==> config.mk <==
export PLATFORM = sky130hd
export DESIGN_NAME = unsigned_to_radix_digits
export DESIGN_NICKNAME = d
export VERILOG_FILES = /design/src/hdl/utrd_pkg.sv /design/src/hdl/unsigned_to_radix_digits.sv /design/src/hdl/utrd_cell.sv
export SDC_FILE = /design/constraint.sdc
export NUM_CORES = 2
export LEC_CHECK = 0
export BUFFER_PORTS_ARGS = -buffer_cell sky130_fd_sc_hd__buf_2
export CAP_MARGIN = 20
export CELL_PAD_IN_SITES_DETAIL_PLACEMENT = 1
export CELL_PAD_IN_SITES_GLOBAL_PLACEMENT = 1
export CORE_MARGIN = 2
export CORE_UTILIZATION = 40
export CTS_BUF_LIST = sky130_fd_sc_hd__clkbuf_4 sky130_fd_sc_hd__clkbuf_8
export DETAILED_ROUTE_END_ITERATION = 12
export PLACE_DENSITY = 0.68
export SLEW_MARGIN = 10
export SYNTH_ARGS = -nofsm -noshare
export SYNTH_HDL_FRONTEND = slang
export SYNTH_HIERARCHICAL = 1
export SYNTH_SLANG_ARGS = --single-unit
==> constraint.sdc <==
create_clock -name clk -period 8.05 [get_ports clk]
set_input_delay 1.2075 -clock clk [delete_from_list [all_inputs] [get_ports clk]]
set_output_delay 1.2075 -clock clk [all_outputs]
set_load 0.05 [all_outputs]
==> src/hdl/utrd_pkg.sv <==
`timescale 1ns / 1ps
// ----------------------------------------------------------------------------
// utrd_pkg
// shared types, sizes and helpers for the radix digit converter
// ----------------------------------------------------------------------------
package utrd_pkg;

	localparam int VALUE_WIDTH = 64;
	localparam int MAX_DIGITS  = 64;

	localparam int RADIX_W = 6;
	localparam int DIGIT_W = 6;
	localparam int CHAR_W  = 7;

	localparam logic [RADIX_W-1:0] RADIX_MIN   = RADIX_W'(2);
	localparam logic [RADIX_W-1:0] RADIX_MAX   = RADIX_W'(36);
	localparam logic [RADIX_W-1:0] RADIX_RESET = RADIX_W'(10);

	localparam logic [DIGIT_W-1:0] DEC_DIGITS = DIGIT_W'(10);
	localparam logic [CHAR_W-1:0]  CHAR_ZERO  = CHAR_W'(8'h30);
	localparam logic [CHAR_W-1:0]  CHAR_A     = CHAR_W'(8'h41);

	// link between neighboring cells: token valid plus carry bit
	typedef struct packed {
		logic vld;
		logic carry;
	} link_t;

	function automatic logic radix_ok(input logic [RADIX_W-1:0] r);
		radix_ok = (r >= RADIX_MIN) && (r <= RADIX_MAX);
	endfunction

	function automatic logic [CHAR_W-1:0] digit_to_char(input logic [DIGIT_W-1:0] d);
		if (d < DEC_DIGITS)
			digit_to_char = CHAR_ZERO + CHAR_W'(d);
		else
			digit_to_char = CHAR_A + CHAR_W'(d - DEC_DIGITS);
	endfunction

endpackage

==> src/hdl/unsigned_to_radix_digits.sv <==
`timescale 1ns / 1ps
// ----------------------------------------------------------------------------
// unsigned_to_radix_digits
// unsigned integer to ascii digit string in radix 2 to 36
// ----------------------------------------------------------------------------
// A request is taken when start is high and busy is low. The value is fed
// msb first into a row of MAX_DIGITS digit cells; each cell doubles its digit,
// adds the carry from its lower neighbor and reduces mod radix. Carries pass
// through a register between cells, so the bits travel the row as a skewed
// wave. The row then shifts toward the top cell, first dropping leading
// zeros, then putting out one digit per cycle most significant first, with a
// step without a shift where the sequencer turns from dropping to sending.
// The last result shows in the first cycle with busy low, and the next
// request can be taken at the edge ending that cycle. Each result is shown
// for one cycle with result_valid high and the receiver cannot stall it;
// last_digit marks the units digit. A radix outside 2 to 36 gives a single
// result with error set in the cycle after the request, and busy stays low.
// If the value has more than MAX_DIGITS digits only the low MAX_DIGITS are
// sent, leading zeros included. radix is written through radix_we /
// radix_wdata; the user must write it only while busy is low, as the block
// itself does not enforce this.
// ----------------------------------------------------------------------------
module unsigned_to_radix_digits import utrd_pkg::*; (
	input  logic               clk,
	input  logic               arst_n,
	input  logic               radix_we,
	input  logic [RADIX_W-1:0] radix_wdata,
	input  logic               start,
	output logic               busy,
	input  logic [63:0]        value,
	output logic               result_valid,
	output logic [CHAR_W-1:0]  digit_char,
	output logic               last_digit,
	output logic               error
);

	localparam int CNT_W = $clog2(VALUE_WIDTH + MAX_DIGITS);
	localparam int REM_W = $clog2(MAX_DIGITS + 1);

	localparam logic [1:0] ST_IDLE = 2'd0;
	localparam logic [1:0] ST_CONV = 2'd1;
	localparam logic [1:0] ST_SKIP = 2'd2;
	localparam logic [1:0] ST_EMIT = 2'd3;

	logic [1:0]             state_q;
	logic [RADIX_W-1:0]     radix_q;
	logic [VALUE_WIDTH-1:0] val_q;
	logic [CNT_W-1:0]       cnt_q;
	logic [REM_W-1:0]       rem_q;
	logic                   ovf_q;

	logic                   valid_q;
	logic [CHAR_W-1:0]      char_q;
	logic                   last_q;
	logic                   err_q;

	// chain wiring: link_w[i] feeds cell i, link_w[MAX_DIGITS] leaves the top
	link_t                  link_w  [MAX_DIGITS+1];
	logic [DIGIT_W-1:0]     digit_w [MAX_DIGITS];

	logic                   accept;
	logic                   clear;
	logic                   shift;
	logic                   skip_more;
	logic [DIGIT_W-1:0]     top_digit;

	assign accept    = start & ~busy;
	assign clear     = accept;
	assign top_digit = digit_w[MAX_DIGITS-1];
	// drop a leading zero unless it is the only digit left or the value overflowed
	assign skip_more = (top_digit == '0) && (rem_q > REM_W'(1)) && !ovf_q;
	assign shift     = (state_q == ST_EMIT) || ((state_q == ST_SKIP) && skip_more);

	// feed bits msb first while the input window is open
	assign link_w[0].vld   = (state_q == ST_CONV) && (cnt_q < CNT_W'(VALUE_WIDTH));
	assign link_w[0].carry = val_q[VALUE_WIDTH-1];

	for (genvar i = 0; i < MAX_DIGITS; i++) begin : g_cell
		utrd_cell u_cell (
			.clk      (clk),
			.arst_n   (arst_n),
			.clear    (clear),
			.shift    (shift),
			.radix    (radix_q),
			.link_in  (link_w[i]),
			.digit_in ((i == 0) ? DIGIT_W'(0) : digit_w[(i == 0) ? 0 : i-1]),
			.link_out (link_w[i+1]),
			.digit    (digit_w[i])
		);
	end

	// radix register
	always_ff @(posedge clk or negedge arst_n) begin
		if (!arst_n)
			radix_q <= RADIX_RESET;
		else if (radix_we)
			radix_q <= radix_wdata;
	end

	// value shift register, no reset needed
	always_ff @(posedge clk) begin
		if (accept)
			val_q <= value[VALUE_WIDTH-1:0];
		else if (state_q == ST_CONV)
			val_q <= {val_q[VALUE_WIDTH-2:0], 1'b0};
	end

	// sequencer
	always_ff @(posedge clk or negedge arst_n) begin
		if (!arst_n) begin
			state_q <= ST_IDLE;
			cnt_q   <= '0;
			rem_q   <= '0;
			ovf_q   <= 1'b0;
			valid_q <= 1'b0;
			char_q  <= '0;
			last_q  <= 1'b0;
			err_q   <= 1'b0;
		end else begin
			valid_q <= 1'b0;
			unique case (state_q)
				ST_IDLE: begin
					if (accept) begin
						if (radix_ok(radix_q)) begin
							state_q <= ST_CONV;
							cnt_q   <= '0;
							rem_q   <= REM_W'(MAX_DIGITS);
							ovf_q   <= 1'b0;
						end else begin
							// bad radix: one error result
							valid_q <= 1'b1;
							char_q  <= '0;
							last_q  <= 1'b1;
							err_q   <= 1'b1;
						end
					end
				end
				ST_CONV: begin
					// carry out of the top cell means more digits than cells
					if (link_w[MAX_DIGITS].vld && link_w[MAX_DIGITS].carry)
						ovf_q <= 1'b1;
					cnt_q <= cnt_q + CNT_W'(1);
					// the last count value lets the top carry register land
					if (cnt_q == CNT_W'(VALUE_WIDTH + MAX_DIGITS - 1))
						state_q <= ST_SKIP;
				end
				ST_SKIP: begin
					if (skip_more)
						rem_q <= rem_q - REM_W'(1);
					else
						state_q <= ST_EMIT;
				end
				ST_EMIT: begin
					valid_q <= 1'b1;
					char_q  <= digit_to_char(top_digit);
					last_q  <= (rem_q == REM_W'(1));
					err_q   <= 1'b0;
					rem_q   <= rem_q - REM_W'(1);
					if (rem_q == REM_W'(1))
						state_q <= ST_IDLE;
				end
				default: state_q <= ST_IDLE;
			endcase
		end
	end

	assign busy         = (state_q != ST_IDLE);
	assign result_valid = valid_q;
	assign digit_char   = char_q;
	assign last_digit   = last_q;
	assign error        = err_q;

endmodule

==> src/hdl/utrd_cell.sv <==
`timescale 1ns / 1ps
// ----------------------------------------------------------------------------
// utrd_cell
// one digit cell: doubles its digit and adds the carry, reduced mod radix
// ----------------------------------------------------------------------------
module utrd_cell import utrd_pkg::*; (
	input  logic               clk,
	input  logic               arst_n,
	input  logic               clear,
	input  logic               shift,
	input  logic [RADIX_W-1:0] radix,
	input  link_t              link_in,
	input  logic [DIGIT_W-1:0] digit_in,
	output link_t              link_out,
	output logic [DIGIT_W-1:0] digit
);

	logic [DIGIT_W-1:0] digit_q;
	link_t              link_q;
	logic [DIGIT_W:0]   sum;
	logic               ge;
	logic [DIGIT_W-1:0] nxt;

	assign sum = {digit_q, link_in.carry};
	assign ge  = sum >= {1'b0, radix};
	assign nxt = ge ? DIGIT_W'(sum - {1'b0, radix}) : DIGIT_W'(sum);

	always_ff @(posedge clk or negedge arst_n) begin
		if (!arst_n) begin
			digit_q <= '0;
			link_q  <= '0;
		end else if (clear) begin
			digit_q <= '0;
			link_q  <= '0;
		end else begin
			link_q.vld   <= link_in.vld;
			link_q.carry <= link_in.vld & ge;
			if (shift)
				digit_q <= digit_in;
			else if (link_in.vld)
				digit_q <= nxt;
		end
	end

	assign link_out = link_q;
	assign digit    = digit_q;

endmodule
==> summary.txt <==
Placement
  • Placed standard-cell area: 0.0567 sq mm
  • Final GP Congestion: 0.806
  • Setup WS pre-CTS: 4.24 ns
  • DP Wirelength: 103000 microns
  • PortBufs: 84

Final layout
  • Final Util: 44.5%
  • Final Instance Area: 0.0594 sq mm
  • Most frequent cells in the layout: inv_1 (658), nor2_1 (591), dfrtp_1 (539)
  • Area Growth Syn to Fin: 10.1%
  • Commonest non-fill, non-tap cell in the layout: inv_1
  • Nets: 6428
  • Layout cells sized above 1: 16.8%

Timing
  • Final Setup Violations: 0
  • Unrepaired setup endpoints after global routing: no
  • Final period utilization: 48.7%
  • Relative slew slack: 26.8%
  • Setup TNS: 0 ns
  • Final hold vios: 0
  • Max Transition Viols Final: 0
  • Fmax achieved: 255 MHz
  • Final Skew: 0.0459 ns
  • Post-route setup slack: 4.13 ns
  • Fin crit period: 3.92 ns
  • Measured slew at the worst slew-check pin: 1.10 ns

Critical path
  • Delay-heaviest family, CP: compound AO/OA/AOI/OAI gates
  • Worst r2r dst: g_cell[49].u_cell/digit[5]$_DFFE_PN0P_
  • WP buf/inv: 3
  • R2R depth: 12
  • CP required: 8.85 ns
  • Arr. time, crit path: 4.72 ns
  • CP max FO: 148
  • Slowest cell on the critical path: clkinv_1
  • Type of origin of the critical path: flip-flop
  • Cells along the critical path: inv_1 -> ha_1 -> nand2_1 -> nor4_1 -> o21a_1 -> a21o_4 -> buf_12 -> clkinv_1 -> o21ai_0 -> a21oi_1 -> nand4_1 -> o311a_2
  • CP peak stage delay: 0.52 ns
  • Critical path class: flip-flop to flip-flop
  • Endpoint class of the critical path: flip-flop
  • Worst r2r src: g_cell[63].u_cell/digit[4]$_DFFE_PN0P_
  • Worst reg-to-reg setup slack: 4.13 ns

Route
  • Vias per cell: 5.85
  • WL per Instance: 19.7 microns
  • Drt drc: 0
  • Pre-antenna DRT Iters: 5
  • Routed WL: 152000 microns
  • DRT iter0 DRCs: 2258
  • Detail Route Antenna Nets: 0
  • Total number of vias: 45000

Yosys
  • Synth area leader: dfrtp_1
  • Synth Register Bits: 609
  • Top cells by area, synth: dfrtp_1 (25%), ha_1 (11%), mux2i_1 (4.8%)
  • Synth cell types: 70
  • Post-synthesis sequential area ratio: 28.8%
  • Syn Inst Count: 5666
  • Post-Syn Area: 0.0540 sq mm
  • Synth async-reset ratio: 89.5%
  • Ys flop type: dfrtp_1
  • Syn_area_per_cell: 9.53 sq um
  • Synth top area share: 25.2%
  • Synthesis Warnings: 6
  • Number of synthesized flops with an enable pin: 64

Floorplan
  • I/O pin count: 85
  • Die area: 0.138 sq mm
  • Die W: 371 microns
  • Die height: 371 microns
  • Core footprint: 0.134 sq mm
  • Initial Utilization: 40.4%
  • Num rows: 134

Power and ir drop
  • Logic pwr share: 61.2%
  • Tot Pwr: 22.2 mW
  • Net Sw Power: 10.4 mW
  • Maximum vdd drop: 0.000288 V
  • Switch share: 46.9%
  • Static leakage: 26.9 nW
  • Reg power frac: 22.6%
  • Internal Power: 11.8 mW
  • PD cells: 374 mW/mm^2
  • Clock power share: 16.3%

Clock tree
  • CTS tree: done
  • Worst-Skew Late Latency: 0.87 ns
  • Cts hold-fix bufs: 0
  • Clk root buf: clkbuf_8
  • Total number of H-tree levels: 4
  • TritonCTS Buffers: 131
  • Clock buffer depth: 3
  • Post-CTS setup buffer count: 0
  • Clock Pin Slew Worst Setup and Hold Paths: 0.06 ns
  • Clk sinks: 609
  • Post-cts sizing count: 0

GRT
  • Largest net degree at the start of global routing: 149
  • GR Overflow Total: 0
  • Initial antenna violation count: 2
  • First-pass GRT wire length: 253000 microns
  • GRT Total Usage: 22.0%
  • Vias in the first global route: 47600

Worst hold path
  • Worst min-delay path class: input port to async pin

Outcome
  • Status: finished, final reports clean

Flow run
  • Maxcap violations: 0
power by group through the flow:
stage          Clock [mW]  Sequential [mW]  Combinational (mW)
2_1_floorplan           0             4.77                10.9
3_3_place_gp            0             5.06                13.1
3_5_place_dp            0             5.09                13.5
4_1_cts              3.76             5.04                13.6
5_1_grt              3.89             5.16                15.1
6_report             3.62             5.03                13.6
through the flow:
stage | std cells | hold slack, ns
final | 7693 | 0.418
after global routing | 7693 | 0.430
after CTS | 7692 | 0.370
after detailed placement | 7465 | 0.476
after global placement | 7465 | 0.461
after floorplan | 5671 | 0.441
cells in the mapped netlist, types with 6 or more instances:
cell type  instances
inv_1            659
nor2_1           591
dfrtp_1          543
ha_1             460
a21oi_1          456
mux2i_1          258
nor3_1           195
o21ai_0          146
nand4_1          131
a21o_1           129
a2111oi_1        128
and2_2           128
xor2_1           128
clkbuf_1          72
mux2_2            71
o31ai_1           69
nor2b_1           68
o221ai_1          67
xnor2_1           67
or3_1             66
a211oi_2          65
a32o_1            65
nand2b_1          65
a2111oi_4         64
a211oi_1          64
a311oi_1          64
and4b_2           64
clkinv_1          64
edfxtp_1          64
fa_1              64
mux2_4            64
o21ai_1           64
o21ai_4           64
o221a_2           64
o22ai_1           64
o311a_2           64
or2_1             64
or4b_1            64
nand2_1           17
nand3_1            9
buf_2              6
worst max-delay path by stage:
stage / slack [ns] / depth (start not counted) / from / to
after floorplan: 2.10 / 7 / start / g_cell[0].u_cell/digit[2]$_DFFE_PN0P_
after global placement: 4.30 / 8 / radix_q[4]$_DFFE_PN0P_ / g_cell[49].u_cell/digit[0]$_DFFE_PN0P_
after detailed placement: 4.24 / 8 / radix_q[3]$_DFFE_PN1P_ / g_cell[58].u_cell/digit[0]$_DFFE_PN0P_
after CTS: 4.20 / 8 / radix_q[3]$_DFFE_PN1P_ / g_cell[27].u_cell/digit[0]$_DFFE_PN0P_
after global routing: 3.86 / 10 / g_cell[63].u_cell/digit[4]$_DFFE_PN0P_ / g_cell[53].u_cell/digit[5]$_DFFE_PN0P_
final: 4.13 / 12 / g_cell[63].u_cell/digit[4]$_DFFE_PN0P_ / g_cell[49].u_cell/digit[5]$_DFFE_PN0P_
cell families (layout without fill, tap and decap cells):
group / count (synthesis) / in the layout / share of synthesized area, %
fa+ha+maj: 524 / 524 / 13.0
flops: 609 / 609 / 28.8
other cells: 1 / 7 / 0.00695
mux: 393 / 393 / 8.05
buf+inv: 803 / 1056 / 5.62
simple gates: 1476 / 1476 / 15.2
compound gates: 1665 / 1665 / 26.1
xor+xnor: 195 / 195 / 3.16
state kept, by name (all words and copies together), names as in the netlist:
register,cells
g_cell.u_cell/digit,384
g_cell.u_cell/link_out,128
val_q,64
cnt_q,7
digit_char,7
rem_q,7
radix_q,6
state_q,2
error,1
last_digit,1
ovf_q,1
result_valid,1
area by class of cell:
cell class              count  area [sq um]
fillers                 15300         74200
inverters                 723          2720
well taps                1768          2210
clock buffers             194          2430
diodes                      1          2.50
multi-input cells        4259         35400
repair buffers            106           733
clock inverters            33           325
flip-flops and latches    609         15600
routing by layer:
layer | vias up | global-route usage, % | share of wire, %
met1 | 22700 | 29.8 | 48
li1 | 21600 | - | -
met5 | - | 0 | 0.0053
met4 | 2 | 5.57 | 1.8
met3 | 205 | 3.17 | 3.0
met2 | 563 | 36.8 | 47
Power figures use the tool's default switching activity.
